### config.mk
export PLATFORM = sky130hd
export DESIGN_NAME = crd_norm
export DESIGN_NICKNAME = d
export VERILOG_FILES = /design/src/design/camera_ray_direction_top_defines.svh /design/src/design/crd_pkg.sv /design/src/design/crd_norm.sv
export SDC_FILE = /design/constraint.sdc
export NUM_CORES = 2
export LEC_CHECK = 0
export BUFFER_PORTS_ARGS = -buffer_cell sky130_fd_sc_hd__buf_2
export CAP_MARGIN = 5
export CORE_ASPECT_RATIO = 1.1
export CORE_MARGIN = 8
export CORE_UTILIZATION = 40
export DETAILED_ROUTE_END_ITERATION = 7
export PLACE_DENSITY = 0.59
export SLEW_MARGIN = 10
export SYNTH_ARGS = -nofsm -noshare
export SYNTH_HDL_FRONTEND = slang
export SYNTH_SLANG_ARGS = --single-unit
### constraint.sdc
create_clock -name clk -period 14.65 [get_ports clk]
set_input_delay 1.465 -clock clk [delete_from_list [all_inputs] [get_ports clk]]
set_output_delay 1.465 -clock clk [all_outputs]
set_load 0.05 [all_outputs]
### src/design/camera_ray_direction_top_defines.svh
// assertion macros shared by the camera ray direction block
// expects clk and rst_n in the scope of the module that uses them
`ifndef CAMERA_RAY_DIRECTION_TOP_DEFINES_SVH
`define CAMERA_RAY_DIRECTION_TOP_DEFINES_SVH

// same-cycle implication
`define CRD_ASSERT_NOW(lbl, ante, cons, msg) \
    lbl: assert property (@(posedge clk) disable iff (!rst_n) (ante) |-> (cons)) \
        else $error(msg);

// next-cycle implication
`define CRD_ASSERT_NEXT(lbl, ante, cons, msg) \
    lbl: assert property (@(posedge clk) disable iff (!rst_n) (ante) |=> (cons)) \
        else $error(msg);

`endif

### src/design/crd_pkg.sv
// shared constants and types of the camera ray direction block
// no dependencies
package crd_pkg;

    localparam int COORD_FRAC_BITS = 4;
    localparam int RASTER_W  = 16;
    localparam int COMP_W    = 16;
    localparam int STEP_W    = 32;
    localparam int BASIS_W   = 48;
    localparam int CFG_W     = 48;
    localparam int FAC_SHIFT = COORD_FRAC_BITS + 16;
    localparam int FAC_W     = RASTER_W + STEP_W - FAC_SHIFT;
    localparam int MAG_W     = 48;
    localparam int NMAG_W    = 24;
    localparam int SUM_W     = 50;
    localparam int ROOT_W    = 26;
    localparam int QUO_W     = 15;
    localparam logic [QUO_W-1:0] ONE_Q14 = 15'd16384;

    localparam logic [BASIS_W-1:0] BASIS_U_RST = 48'h0000_4000_0000;
    localparam logic [BASIS_W-1:0] BASIS_V_RST = 48'h0000_0000_4000;
    localparam logic [BASIS_W-1:0] BASIS_W_RST = 48'h4000_0000_0000;

    typedef enum logic [2:0] {
        CFG_BASIS_U     = 3'd0,
        CFG_BASIS_V     = 3'd1,
        CFG_BASIS_W     = 3'd2,
        CFG_X_STEP      = 3'd3,
        CFG_Y_STEP      = 3'd4,
        CFG_HALF_WIDTH  = 3'd5,
        CFG_HALF_HEIGHT = 3'd6
    } cfg_idx_t;

    // normalised direction on its way to the divider
    typedef struct packed {
        logic [2:0][NMAG_W-1:0] mag;
        logic [2:0]             neg;
        logic                   zero;
    } nvec_t;

endpackage

### src/design/crd_norm.sv
// block normalisation to 24 bits and sum of squares, four stages
// depends on crd_pkg
module crd_norm (
    input  logic                           clk,
    input  logic                           rst_n,
    input  logic                           en,
    input  logic                           in_valid,
    input  logic [2:0][crd_pkg::MAG_W-1:0] mag,
    input  logic [2:0]                     neg,
    output logic                           out_valid,
    output crd_pkg::nvec_t                 nv,
    output logic [crd_pkg::SUM_W-1:0]      sum
);
    import crd_pkg::*;

    logic [3:0] v_reg;
    logic [3:0] v_next;

    logic [2:0][MAG_W-1:0] m1_reg;
    logic [2:0]            n1_reg;
    logic [5:0]            lz_reg, lz_next;
    logic                  z1_reg, z1_next;

    nvec_t nv2_reg, nv2_next;
    nvec_t nv3_reg, nv4_reg;
    logic [2:0][2*NMAG_W-1:0] sq_reg, sq_next;
    logic [SUM_W-1:0] sum_reg, sum_next;

    assign v_next = {v_reg[2:0], in_valid};

    always_ff @(posedge clk or negedge rst_n)
    begin
        if (!rst_n)
        begin
            v_reg <= '0;
        end
        else if (en)
        begin
            v_reg <= v_next;
        end
    end

    // leading zeros of the or of all magnitudes equal those of the largest
    always_comb
    begin
        logic [MAG_W-1:0] all_or;
        all_or  = mag[0] | mag[1] | mag[2];
        z1_next = (all_or == '0);
        lz_next = 6'(MAG_W);
        for (int i = 0; i < MAG_W; i++)
        begin
            if (all_or[i])
            begin
                lz_next = 6'(MAG_W - 1 - i);
            end
        end
    end

    always_comb
    begin
        logic [MAG_W-1:0] sh;
        for (int k = 0; k < 3; k++)
        begin
            sh = m1_reg[k] << lz_reg;
            nv2_next.mag[k] = sh[MAG_W-1 -: NMAG_W];
        end
        nv2_next.neg  = n1_reg;
        nv2_next.zero = z1_reg;
    end

    always_comb
    begin
        for (int k = 0; k < 3; k++)
        begin
            sq_next[k] = {{NMAG_W{1'b0}}, nv2_reg.mag[k]}
                       * {{NMAG_W{1'b0}}, nv2_reg.mag[k]};
        end
        sum_next = SUM_W'(sq_reg[0]) + SUM_W'(sq_reg[1]) + SUM_W'(sq_reg[2]);
    end

    always_ff @(posedge clk)
    begin
        if (en)
        begin
            m1_reg  <= mag;
            n1_reg  <= neg;
            lz_reg  <= lz_next;
            z1_reg  <= z1_next;
            nv2_reg <= nv2_next;
            sq_reg  <= sq_next;
            nv3_reg <= nv2_reg;
            sum_reg <= sum_next;
            nv4_reg <= nv3_reg;
        end
    end

    assign out_valid = v_reg[3];
    assign nv        = nv4_reg;
    assign sum       = sum_reg;

endmodule

==> reports/qor_table.md <==
| Result | This run |
|---|---|
| Status | finished clean |
| CTS resizes | 0 |
| Clock Sink Count | 574 |
| Final Util | 43.6% |
| #FFs+latches synth | 574 |
| Global-route usage over all layers | 21.5% |
| Worst setup slack after placement | 6.09 ns |
| Most frequent cells after synthesis | 1554 x sky130_fd_sc_hd__inv_1, 1313 x sky130_fd_sc_hd__fa_1, 613 x sky130_fd_sc_hd__nand2_1, 576 x sky130_fd_sc_hd__ha_1, 570 x sky130_fd_sc_hd__edfxtp_1 |
| Overall die height | 474 um |
| Flop-to-flop setup slack | 6.12 ns |
| Width of the chip | 432 um |
| Hold-fix buffers at CTS | 0 |
| Critical Setup Path Class | reg -> reg |
| Worst min-delay path class | reg -> reg |
| Distinct cells, synth | 91 |
| H-tree lvl count | 3 |
| Crit path arrival time | 8.92 ns |
| CP Launch Type | register |
| CTS Root Buffer Type | sky130_fd_sc_hd__clkbuf_16 |
| Count of warnings emitted by yosys | 0 |
| Slew headroom | 11.5% |
| Clock-pin slew on the worst setup and hold paths | 0.06 ns |
| Fill cell count | 18100 |
| Num ports | 278 |
| Total wirelength of the detailed-routed design | 220000 um |
| Detail-routed net length per standard cell | 22.0 um |
| Maximum number of pins on one net before global-route repair | 179 |
| Max-slew violation count | 0 |
| Final routed DRC violation total | 0 |
| Starting density of the core | 40.1% |
| TritonCTS clock tree | done |
| Count of maximum capacitance violations | 0 |
| Worst Setup End Kind | register |
| Cell with the most instances after synthesis | sky130_fd_sc_hd__inv_1 |
| Number of global-route vias before repair | 57200 |
| Final setup slack of the worst path | 6.12 ns |
| Maximum frequency from static timing analysis | 117 MHz |
| Synth top area share | 34.5% |
| RSZ-0062 raised after global routing | no |
| Avg Inst Size Synth | 10.6 um2 |
| Total overflow reported by the global router | 0 |
| Largest register FFs | 144 |
| Number of cell instances on the worst register-to-register path | 21 |
| Post-CTS setup repair buffer count | 0 |
| Startpoint of the worst-slack reg-to-reg timing path | nv2_reg[40] |
| Hold path cells | 0 |
| Endpoint of the worst-slack reg-to-reg timing path | sq_reg[95] |
| Worst slew pin tran | 1.33 ns |
| Primary flip-flop cell chosen by synthesis mapping | sky130_fd_sc_hd__edfxtp_1 |
| Proportion of synthesized chip area in sequential cells | 22.6% |
| Number of flops mapped to enable cells by yosys | 570 |
| Number of rows in the core area | 168 |
| Number of hold violations in the final report | 0 |
| Proportion of register bits with asynchronous set or reset after synthesis | 0.697% |
| Hold path startpoint | nv3_reg[22] |
| Hold Path Sink | nv[22] |
| Detail Placement HPWL | 176000 um |
| Mapped Cells | 7221 |
| First-iteration detailed-routing DRC count | 3629 |
| Number of setup violations in the final report | 0 |
| Clock insertion delay at the later pin of the skew report | 0.73 ns |
| Layout area overhead | 8.70% |
| Router iterations before antenna repair | 8 |
| DR vias | 52400 |
| RePlAce Congestion | 0.933 |
| Maximum count of clock buffers along a single path | 3 |
| Initial antenna violation count | 17 |
| Most area-hungry cell type in the Yosys netlist | sky130_fd_sc_hd__fa_1 |
| First-pass GRT wire length | 339000 um |
| Inserted Clock Buffers | 70 |
| Via density | 5.24 |
| Top cells by area in the synthesized netlist | sky130_fd_sc_hd__fa_1 34%, sky130_fd_sc_hd__edfxtp_1 22%, sky130_fd_sc_hd__ha_1 9.5%, sky130_fd_sc_hd__inv_1 7.7%, sky130_fd_sc_hd__and2_1 3.7% |
| Post-Syn Area | 76200 um2 |
| Critical path data required time | 15.05 ns |
| Final-stage net count | 9428 |
| Die Outline Area | 205000 um2 |
| Post-layout minimum cycle time | 8.53 ns |
| Antenna Violating Nets Remaining | 0 |
| Crit path max fanout | 21 |
| Setup TNS Final | 0 ns |
| Proportion of layout cells with a drive suffix above 1 | 8.40% |
| Number of input and output port buffers inserted | 277 |
| Net count after synthesis | 9261 |
| Fraction of the cycle the final worst path needs | 58.2% |
| Clock Skews | 0.0823 ns |
| Core region area | 190000 um2 |
[layout by cell type, fill, tap and decap left out, types with 24 or more instances in the layout]
master,Yosys,layout
sky130_fd_sc_hd__o22ai_1,54,54
sky130_fd_sc_hd__buf_4,0,74
sky130_fd_sc_hd__nand3_1,43,43
sky130_fd_sc_hd__mux4_2,65,65
sky130_fd_sc_hd__xnor2_1,129,129
sky130_fd_sc_hd__buf_2,24,276
sky130_fd_sc_hd__nand2b_1,24,24
sky130_fd_sc_hd__and2_1,455,455
sky130_fd_sc_hd__edfxtp_1,570,570
sky130_fd_sc_hd__mux2i_1,143,143
sky130_fd_sc_hd__a21o_1,83,83
sky130_fd_sc_hd__clkbuf_16,0,70
sky130_fd_sc_hd__o21ai_0,137,137
sky130_fd_sc_hd__a211oi_1,75,75
sky130_fd_sc_hd__fa_1,1313,1313
sky130_fd_sc_hd__mux2_2,45,45
sky130_fd_sc_hd__inv_1,1554,1552
sky130_fd_sc_hd__ha_1,576,576
sky130_fd_sc_hd__nor2_1,284,284
sky130_fd_sc_hd__a21oi_1,257,257
sky130_fd_sc_hd__nor2b_1,52,52
sky130_fd_sc_hd__nor3_1,82,82
sky130_fd_sc_hd__nand2_1,613,613
sky130_fd_sc_hd__xor2_1,54,54
sky130_fd_sc_hd__o21a_1,64,64
[layer usage]
metal  up-vias  share of wire, %  global-route usage (%)
met4         2               5.6                    10.2
met3       419               5.9                    2.71
li1      23400                 -                       -
met1     26800                41                    27.5
met5         -            0.0059                       0
met2      1774                48                    36.5
[logic make-up after synthesis]
family / share of synthesized area (%)
DFF: 22.6
AOI/OAI and AO/OA: 7.32
adders and majority gates: 43.9
xor gates and xnor gates: 2.10
and+or+nand+nor: 10.6
muxes: 4.48
buffers and inverters: 8.97
[critical path, cell delays in order (launching register included)]
cell                       delay (ns)
sky130_fd_sc_hd__edfxtp_1        1.06
sky130_fd_sc_hd__inv_1           0.50
sky130_fd_sc_hd__fa_1            0.65
sky130_fd_sc_hd__inv_1           0.05
sky130_fd_sc_hd__fa_1            0.49
sky130_fd_sc_hd__inv_1           0.06
sky130_fd_sc_hd__fa_1            0.48
sky130_fd_sc_hd__fa_1            0.59
sky130_fd_sc_hd__fa_1            0.45
sky130_fd_sc_hd__fa_1            0.54
sky130_fd_sc_hd__inv_1           0.06
sky130_fd_sc_hd__fa_1            0.44
sky130_fd_sc_hd__ha_1            0.36
sky130_fd_sc_hd__a22o_1          0.25
sky130_fd_sc_hd__nor4_1          0.44
sky130_fd_sc_hd__o221ai_1        0.23
sky130_fd_sc_hd__a31oi_1         0.50
sky130_fd_sc_hd__o21a_1          0.29
sky130_fd_sc_hd__a21o_1          0.22
sky130_fd_sc_hd__o21ai_2         0.14
sky130_fd_sc_hd__a31oi_1         0.24
sky130_fd_sc_hd__o211ai_1        0.14
[final cells by class]
class	count	area (um2)	share of cell area, %
Antenna cell	4	10.0	0.0121
Clock buffer	81	1800	2.18
Clock inverter	47	632	0.763
Inverter	1555	5840	7.05
Multi-Input combinational cell	4834	52200	63.0
Sequential cell	574	17200	20.8
Tap cell	2550	3190	3.85
Timing Repair Buffer	353	1990	2.40
[through the flow]
stage                     std cells  hold slack [ns]  area [um2]
after floorplan                7221            0.400       76200
after global placement         9865            0.401       80400
after detailed placement       9865            0.405       80400
after CTS                      9993            0.411       82800
after global routing           9994            0.422       82800
final                          9998            0.411       82800
[worst max-delay path by stage]
| stage | start | to | slack [ns] |
|---|---|---|---|
| final | nv2_reg[40] | sq_reg[95] | 6.12 |
| after CTS | nv2_reg[39] | sq_reg[95] | 6.03 |
| after global routing | nv2_reg[40] | sq_reg[95] | 5.75 |
| after detailed placement | nv2_reg[39] | sq_reg[95] | 6.09 |
| after floorplan | nv2_reg[60] | sq_reg[141] | 7.67 |
| after global placement | nv2_reg[39] | sq_reg[95] | 6.18 |
Power is left out: the tool's default activity adds up to more than one toggle a clock period on the data nets, which glitch-free logic cannot reach.
