<file path="src/design/camera_ray_direction_top_defines.svh">
// assertion macros shared by the camera ray direction block
// expects clk and rst_n in the scope of the module that uses them
`ifndef CAMERA_RAY_DIRECTION_TOP_DEFINES_SVH
`define CAMERA_RAY_DIRECTION_TOP_DEFINES_SVH

// same-cycle implication
`define CRD_ASSERT_NOW(lbl, ante, cons, msg) \
    lbl: assert property (@(posedge clk) disable iff (!rst_n) (ante) |-> (cons)) \
        else $error(msg);

// next-cycle implication
`define CRD_ASSERT_NEXT(lbl, ante, cons, msg) \
    lbl: assert property (@(posedge clk) disable iff (!rst_n) (ante) |=> (cons)) \
        else $error(msg);

`endif

</file>
<file path="src/design/crd_pkg.sv">
// shared constants and types of the camera ray direction block
// no dependencies
package crd_pkg;

    localparam int COORD_FRAC_BITS = 4;
    localparam int RASTER_W  = 16;
    localparam int COMP_W    = 16;
    localparam int STEP_W    = 32;
    localparam int BASIS_W   = 48;
    localparam int CFG_W     = 48;
    localparam int FAC_SHIFT = COORD_FRAC_BITS + 16;
    localparam int FAC_W     = RASTER_W + STEP_W - FAC_SHIFT;
    localparam int MAG_W     = 48;
    localparam int NMAG_W    = 24;
    localparam int SUM_W     = 50;
    localparam int ROOT_W    = 26;
    localparam int QUO_W     = 15;
    localparam logic [QUO_W-1:0] ONE_Q14 = 15'd16384;

    localparam logic [BASIS_W-1:0] BASIS_U_RST = 48'h0000_4000_0000;
    localparam logic [BASIS_W-1:0] BASIS_V_RST = 48'h0000_0000_4000;
    localparam logic [BASIS_W-1:0] BASIS_W_RST = 48'h4000_0000_0000;

    typedef enum logic [2:0] {
        CFG_BASIS_U     = 3'd0,
        CFG_BASIS_V     = 3'd1,
        CFG_BASIS_W     = 3'd2,
        CFG_X_STEP      = 3'd3,
        CFG_Y_STEP      = 3'd4,
        CFG_HALF_WIDTH  = 3'd5,
        CFG_HALF_HEIGHT = 3'd6
    } cfg_idx_t;

    // normalised direction on its way to the divider
    typedef struct packed {
        logic [2:0][NMAG_W-1:0] mag;
        logic [2:0]             neg;
        logic                   zero;
    } nvec_t;

endpackage

</file>
<file path="src/design/crd_sqrt.sv">
// integer square root, one result bit per stage, 26 stages
// depends on crd_pkg and camera_ray_direction_top_defines.svh
`include "camera_ray_direction_top_defines.svh"

module crd_sqrt (
    input  logic                       clk,
    input  logic                       rst_n,
    input  logic                       en,
    input  logic                       in_valid,
    input  crd_pkg::nvec_t             nv_in,
    input  logic [crd_pkg::SUM_W-1:0]  sum,
    output logic                       out_valid,
    output crd_pkg::nvec_t             nv_out,
    output logic [crd_pkg::ROOT_W-1:0] root
);
    import crd_pkg::*;

    localparam int NSTG = ROOT_W;
    localparam int AW   = 2 * ROOT_W;

    logic [NSTG-1:0] v_reg;
    logic [NSTG-1:0] v_next;

    logic [AW-1:0] rem_reg  [NSTG];
    logic [AW-1:0] rt_reg   [NSTG];
    nvec_t         nv_reg   [NSTG];
    logic [AW-1:0] rem_in   [NSTG];
    logic [AW-1:0] rt_in    [NSTG];
    nvec_t         nv_stg   [NSTG];
    logic [AW-1:0] rem_next [NSTG];
    logic [AW-1:0] rt_next  [NSTG];

    assign v_next = {v_reg[NSTG-2:0], in_valid};

    always_ff @(posedge clk or negedge rst_n)
    begin
        if (!rst_n)
        begin
            v_reg <= '0;
        end
        else if (en)
        begin
            v_reg <= v_next;
        end
    end

    for (genvar k = 0; k < NSTG; k++)
    begin : g_stage
        localparam logic [AW-1:0] BIT = AW'(1) << (AW - 2 - 2 * k);

        if (k == 0)
        begin : g_first
            assign rem_in[k] = AW'(sum);
            assign rt_in[k]  = '0;
            assign nv_stg[k] = nv_in;
        end
        else
        begin : g_rest
            assign rem_in[k] = rem_reg[k-1];
            assign rt_in[k]  = rt_reg[k-1];
            assign nv_stg[k] = nv_reg[k-1];
        end

        always_comb
        begin
            logic [AW-1:0] trial;
            trial = rt_in[k] + BIT;
            if (rem_in[k] >= trial)
            begin
                rem_next[k] = rem_in[k] - trial;
                rt_next[k]  = (rt_in[k] >> 1) + BIT;
            end
            else
            begin
                rem_next[k] = rem_in[k];
                rt_next[k]  = rt_in[k] >> 1;
            end
        end

        always_ff @(posedge clk)
        begin
            if (en)
            begin
                rem_reg[k] <= rem_next[k];
                rt_reg[k]  <= rt_next[k];
                nv_reg[k]  <= nv_stg[k];
            end
        end
    end

    assign out_valid = v_reg[NSTG-1];
    assign nv_out    = nv_reg[NSTG-1];
    assign root      = rt_reg[NSTG-1][ROOT_W-1:0];

    // normalised vector has its largest component at or above 2^23
    `CRD_ASSERT_NOW(a_root_normalised, out_valid && !nv_out.zero,
        root[ROOT_W-1:NMAG_W-1] != '0, "root below normalised range")

    `CRD_ASSERT_NOW(a_root_zero, out_valid && nv_out.zero,
        root == '0, "root of zero vector is not zero")

endmodule

</file>
<file path="config.mk">
export PLATFORM = sky130hd
export DESIGN_NAME = crd_sqrt
export DESIGN_NICKNAME = d
export VERILOG_FILES = /design/src/design/crd_pkg.sv /design/src/design/crd_sqrt.sv
export VERILOG_INCLUDE_DIRS = /design/src /design/src/design
export SDC_FILE = /design/constraint.sdc
export NUM_CORES = 2
export LEC_CHECK = 0
export ABC_AREA = 1
export BUFFER_PORTS_ARGS = -buffer_cell sky130_fd_sc_hd__buf_2
export CAP_MARGIN = 25
export CORE_ASPECT_RATIO = 2
export CORE_MARGIN = 8
export CORE_UTILIZATION = 30
export CTS_BUF_LIST = sky130_fd_sc_hd__clkbuf_8
export DETAILED_ROUTE_END_ITERATION = 8
export GPL_TIMING_DRIVEN = 0
export RECOVER_POWER = 100
export SYNTH_ARGS = -nofsm -noshare
export SYNTH_HDL_FRONTEND = slang
export SYNTH_MEMORY_MAX_BITS = 65536
export SYNTH_SLANG_ARGS = --single-unit
export TNS_END_PERCENT = 30
</file>
<file path="constraint.sdc">
create_clock -name clk -period 3.3 [get_ports clk]
set_clock_uncertainty 0.1 [all_clocks]
set_input_delay 0.33 -clock clk [delete_from_list [all_inputs] [get_ports clk]]
set_output_delay 0.33 -clock clk [all_outputs]
set_load 0.05 [all_outputs]
</file>
==> metrics.sh <==
STATUS='complete, but fails checks'
VIOLATIONS='max-capacitance violations, max-slew violations, negative setup slack'
IO_PORT_BUFS=231
SYNTHESIS.INSTANCES=12769
POST-ROUTE-UTIL_PCT=35.1
DIE_W_UM=520
YOSYS.AREA_SHARE.XOR_XNOR_PCT=1.79
FIRSTDRTPASSITERS=5
FINAL_MAX_SLEW_VIOL_COUNT=1442
DETAILED_PLACE_HPWL_UM=425000
PIN_COUNT_OF_THE_BIGGEST_NET_ENTERING_GLOBAL_ROUTING=186
SYNTH.FF_LATCH_COUNT=3624
MAPPEDNETLISTAREA_SQ_UM=152000
REPORT.FINAL.HOLD_VIOL_COUNT=0
FP.DIEAREA_SQ_UM=533000
MIN_PATH_TYPE='in -> reg'
FINISH.NET_COUNT=14438
LATER_PIN_CLOCK_LATENCY_IN_THE_SKEW_REPORT_NS=1.13
AVGROUTEDWIREPERCELL_UM=25.2
SWITCHING_SHARE_PCT=30.0
WORST_EP_ARRIVAL_TIME_NS=4.23
CLK_PATH_BUF_DEPTH=5
MAXSLEWHEADROOM_PCT=-74.5
POWER.SWITCHING_mW=34.2
CRITPATHLAUNCHTYPE='flip-flop'
SETUP.REG_TO_REG.WORST_SLACK_NS=-0.15
ANT_NETS=0
ROOT_BUFFER='sky130_fd_sc_hd__clkbuf_8'
BOUNDARYPINS=233
SYNTH_WARNINGS=0
MAX_REG_FLOPS=1976
FLOORPLAN.CORE_AREA_SQ_UM=507000
MAXCLOCKFREQUENCY_MHz=290
SETUP-VIOLATIONS-FINAL=23
ASYNC_RESET_FF_SHARE_PCT=0.717
FLOORPLAN.INITIALDENSITY_PCT=30.1
PLACE_AREA_SQ_UM=163000
POWER.INTERNAL_mW=79.9
HEIGHT_OF_THE_DIE_UM=1020
END_KIND='flip-flop'
MAX-CAP-VIOLATIONS=15
SYNTH_SIMPLE_GATE_AREA_SHARE_PCT=15.8
GPL_WTD_CONG=1.02
CRIT_TYPE='reg -> reg'
POST-ROUTE-PERIOD-UTIL_PCT=104
SEQPWRFRAC_PCT=50.6
FRACTION_OF_THE_MAPPED_NETLIST_AREA_IN_COMPOUND_GATES_PCT=3.15
CTSHTREEMAXLEVEL=6
HOLD-PATH-CELL-COUNT=4
YOSYS.AREA_SHARE.ADDER_PCT=2.84
CLOCK_POWER_SHARE_PCT=32.9
LAYOUT.CELL_AREA.NON_FILLER_SQ_UM=178000
ROUTE.DETAILED.VIAS_PER_INST=4.44
TIGHTESTPINTRANSITION_NS=2.62
ANTENNA_VIOLATIONS_BEFORE_REPAIR=48
GRT_UTIL_ALL_LAYERS_PCT=19.8
FINAL_CRITICAL_PATH_SETUP_SLACK_NS=-0.148
POST_SYNTH.CELL_AREA_AVG_SQ_UM=11.9
GRT_OVERFLOW=0
PATH_CLK_SLEW_NS=0.07
PEAKVDDDROP_V=0.000469
POWER.STATIC_LEAKAGE_nW=69.7
TIMING.CRITICAL_PATH.FANOUT_MAX=10
PORTION_OF_NETLIST_AREA_OCCUPIED_BY_MUX_CELLS_PCT=0.0148
COMB_POWER_SHARE_PCT=16.5
FP-ROW-COUNT=370
NUMCLOCKSINKS=3624
DETAIL_ROUTE.DRC_VIOLATIONS=0
CTS_TREE='built'
POWER.DENSITY_CELL_AREA_nW_PER_UM2=642
ROUTE.VIAS.TOTAL=94367
ROUTED_WIRELENGTH_UM=536000
YS_SEQ_AREA_SHARE_PCT=71.3
YS_DOMINANT_REG_CELL='sky130_fd_sc_hd__edfxtp_1'
FLOW.AREA_GROWTH_FROM_SYNTHESIS_PCT=16.6
GRT_PASS1_VIAS=100867
INITIALDRTVIOLATIONCOUNT=4798
SYNTH_TOP_FAMILY_BY_AREA='simple AND/OR/NAND/NOR gates'
WORST-R2R-CELL-COUNT=10
PERIOD_NEEDED_NS=3.45
SYNTH_EDF_COUNT=3598
CRITPATHREQUIREDTIME_NS=4.08
FILLCELLCOUNT=50546
CTS_MADE_BUFFERS=580
DISTINCT_CELL_TYPE_COUNT_OF_THE_SYNTHESIZED_NETLIST=63
GRT_FIRST_PASS_WIRELENGTH_UM=729000
DESIGN_POWER_TOTAL_mW=114
POST_ROUTE_CELLS_DRIVE_ABOVE_1_SHARE_PCT=10.2
==> placed cells by master (no fill, tap or decap), types with 21 or more instances in the layout <==
| cell | instances |
|---|---|
| sky130_fd_sc_hd__nor2_4 | 30 |
| sky130_fd_sc_hd__dfrtp_1 | 26 |
| sky130_fd_sc_hd__clkbuf_8 | 597 |
| sky130_fd_sc_hd__inv_2 | 38 |
| sky130_fd_sc_hd__ha_1 | 331 |
| sky130_fd_sc_hd__nand2_1 | 3320 |
| sky130_fd_sc_hd__nor2_1 | 1129 |
| sky130_fd_sc_hd__a21oi_4 | 21 |
| sky130_fd_sc_hd__a21oi_2 | 51 |
| sky130_fd_sc_hd__nor2_2 | 53 |
| sky130_fd_sc_hd__nand3b_1 | 78 |
| sky130_fd_sc_hd__clkinv_2 | 59 |
| sky130_fd_sc_hd__clkbuf_2 | 23 |
| sky130_fd_sc_hd__nand4_1 | 215 |
| sky130_fd_sc_hd__buf_4 | 127 |
| sky130_fd_sc_hd__buf_6 | 39 |
| sky130_fd_sc_hd__a21oi_1 | 383 |
| sky130_fd_sc_hd__nand3_1 | 543 |
| sky130_fd_sc_hd__clkbuf_1 | 132 |
| sky130_fd_sc_hd__nor3_1 | 135 |
| sky130_fd_sc_hd__bufinv_16 | 39 |
| sky130_fd_sc_hd__diode_2 | 188 |
| sky130_fd_sc_hd__nand3_2 | 25 |
| sky130_fd_sc_hd__clkinvlp_4 | 27 |
| sky130_fd_sc_hd__clkinv_1 | 126 |
| sky130_fd_sc_hd__buf_2 | 132 |
| sky130_fd_sc_hd__xnor2_1 | 127 |
| sky130_fd_sc_hd__nand2_2 | 58 |
| sky130_fd_sc_hd__o21ai_1 | 62 |
| sky130_fd_sc_hd__dlygate4sd3_1 | 272 |
| sky130_fd_sc_hd__o21ai_0 | 205 |
| sky130_fd_sc_hd__edfxtp_1 | 3598 |
| sky130_fd_sc_hd__xor2_1 | 183 |
| sky130_fd_sc_hd__nor4_1 | 78 |
| sky130_fd_sc_hd__inv_1 | 1838 |
| sky130_fd_sc_hd__o21ai_2 | 30 |
==> worst paths after layout <==
kind	from	endpoint
max in group asynchronous	rst_n	v_reg[5]$_DFFE_PN0P_
min	en	rem_reg[0][344]$_DFFE_PP_
min in group asynchronous	rst_n	v_reg[12]$_DFFE_PN0P_
max reg2reg	rem_reg[0][774]$_DFFE_PP_	rem_reg[0][831]$_DFFE_PP_
max	rem_reg[0][774]$_DFFE_PP_	rem_reg[0][831]$_DFFE_PP_
min reg2reg	nv_reg[4][191]$_DFFE_PP_	nv_reg[4][267]$_DFFE_PP_
==> synthesized netlist by cell type, drive strengths merged, types with 4 or more instances <==
cell	number	area, sq um
nand3	574	2970
nor3	146	771
xor2	184	1610
o21bai	16	124
o2111ai	5	43.8
or2	15	93.8
edfxtp	3598	108000
and2	18	113
a31oi	4	25.0
nor4	81	507
o21a	7	52.6
buf	159	1260
clkbuf	5	18.8
xnor2	128	1120
ha	346	4330
nor3b	4	30.0
nand4	215	1350
o211ai	10	75.1
dfrtp	26	651
a211oi	8	77.6
nand2	3386	12800
a21o	13	97.6
a21oi	455	2520
o21ai	299	1690
a21boi	9	67.6
inv	1751	6580
nand3b	78	586
nor2	1212	4710
==> worst max-delay path, stage by stage, from the launching register on <==
cell                       delay [ns]
sky130_fd_sc_hd__edfxtp_1        0.56
sky130_fd_sc_hd__nor2_2          0.25
sky130_fd_sc_hd__nand2_1         0.13
sky130_fd_sc_hd__nor2_1          0.24
sky130_fd_sc_hd__nand3_2         0.15
sky130_fd_sc_hd__nor2_4          0.37
sky130_fd_sc_hd__nand3b_1        0.43
sky130_fd_sc_hd__nand3_2         0.26
sky130_fd_sc_hd__inv_4           0.13
sky130_fd_sc_hd__buf_8           0.19
sky130_fd_sc_hd__a21oi_4         0.36
==> repair_timing <==
action,in CTS,in global routing
endpoints found under the hold margin,396,69
gates cloned,5,0
resized for setup,194,64
hold buffers,281,4
setup endpoints to repair,856,275
pin swaps,9,4
setup buffers,19,18
==> per-stage QoR <==
step | instances | TNS, ns | hold slack [ns] | setup slack (ns)
floorplan | 12770 | 0 | -0.0656 | 1.07
global placement | 19697 | - | 0.250 | -59.01
detailed placement | 19745 | -1878.90 | 0.261 | -2.12
CTS | 21032 | -0.485 | -0.214 | -0.132
global route | 21237 | -0.000155 | 0.0978 | -0.000155
finish | 21246 | -0.913 | 0.153 | -0.148
==> cell type report <==
type                            count  area, sq um  area share (%)
Timing Repair Buffer              610         4950            2.78
Antenna cell                      188          470           0.265
Sequential cell                  3624       109000            61.1
Tap cell                         6696         8380            4.71
Multi-Input combinational cell   7229        36600            20.6
Clock inverter                    386         2670            1.50
Inverter                         1753         6610            3.72
Buffer                            164         1270           0.715
Clock buffer                      596         8200            4.61
==> cell families (layout without fill, tap and decap cells) <==
group           Yosys count  count (layout)
simple gates           5738            5738
flops                  3624            3624
buf+inv                1917            3509
compound gates          829             829
fa+ha+maj               346             346
xor+xnor                312             312
mux                       2               2
other cells               1             190
==> power groups by stage <==
stage | Clock (mW) | Sequential [mW] | Combinational [mW]
2_1_floorplan | 0 | 57.2 | 9.70
3_3_place_gp | 0 | 58.2 | 10.1
3_5_place_dp | 0 | 58.7 | 18.1
4_1_cts | 39.4 | 57.7 | 18.8
5_1_grt | 41.0 | 58.0 | 20.1
6_report | 37.6 | 57.7 | 18.8
==> layer usage <==
| layer | track usage, % | up-vias | part of all wire (%) |
|---|---|---|---|
| met5 | 0 | - | 0.0021 |
| met4 | 27.7 | 2 | 17 |
| met3 | 3.18 | 1871 | 2.9 |
| met2 | 40.2 | 2447 | 57 |
| met1 | 11.5 | 44182 | 23 |
| li1 | - | 45865 | - |
(Power assumes the default switching activity.)
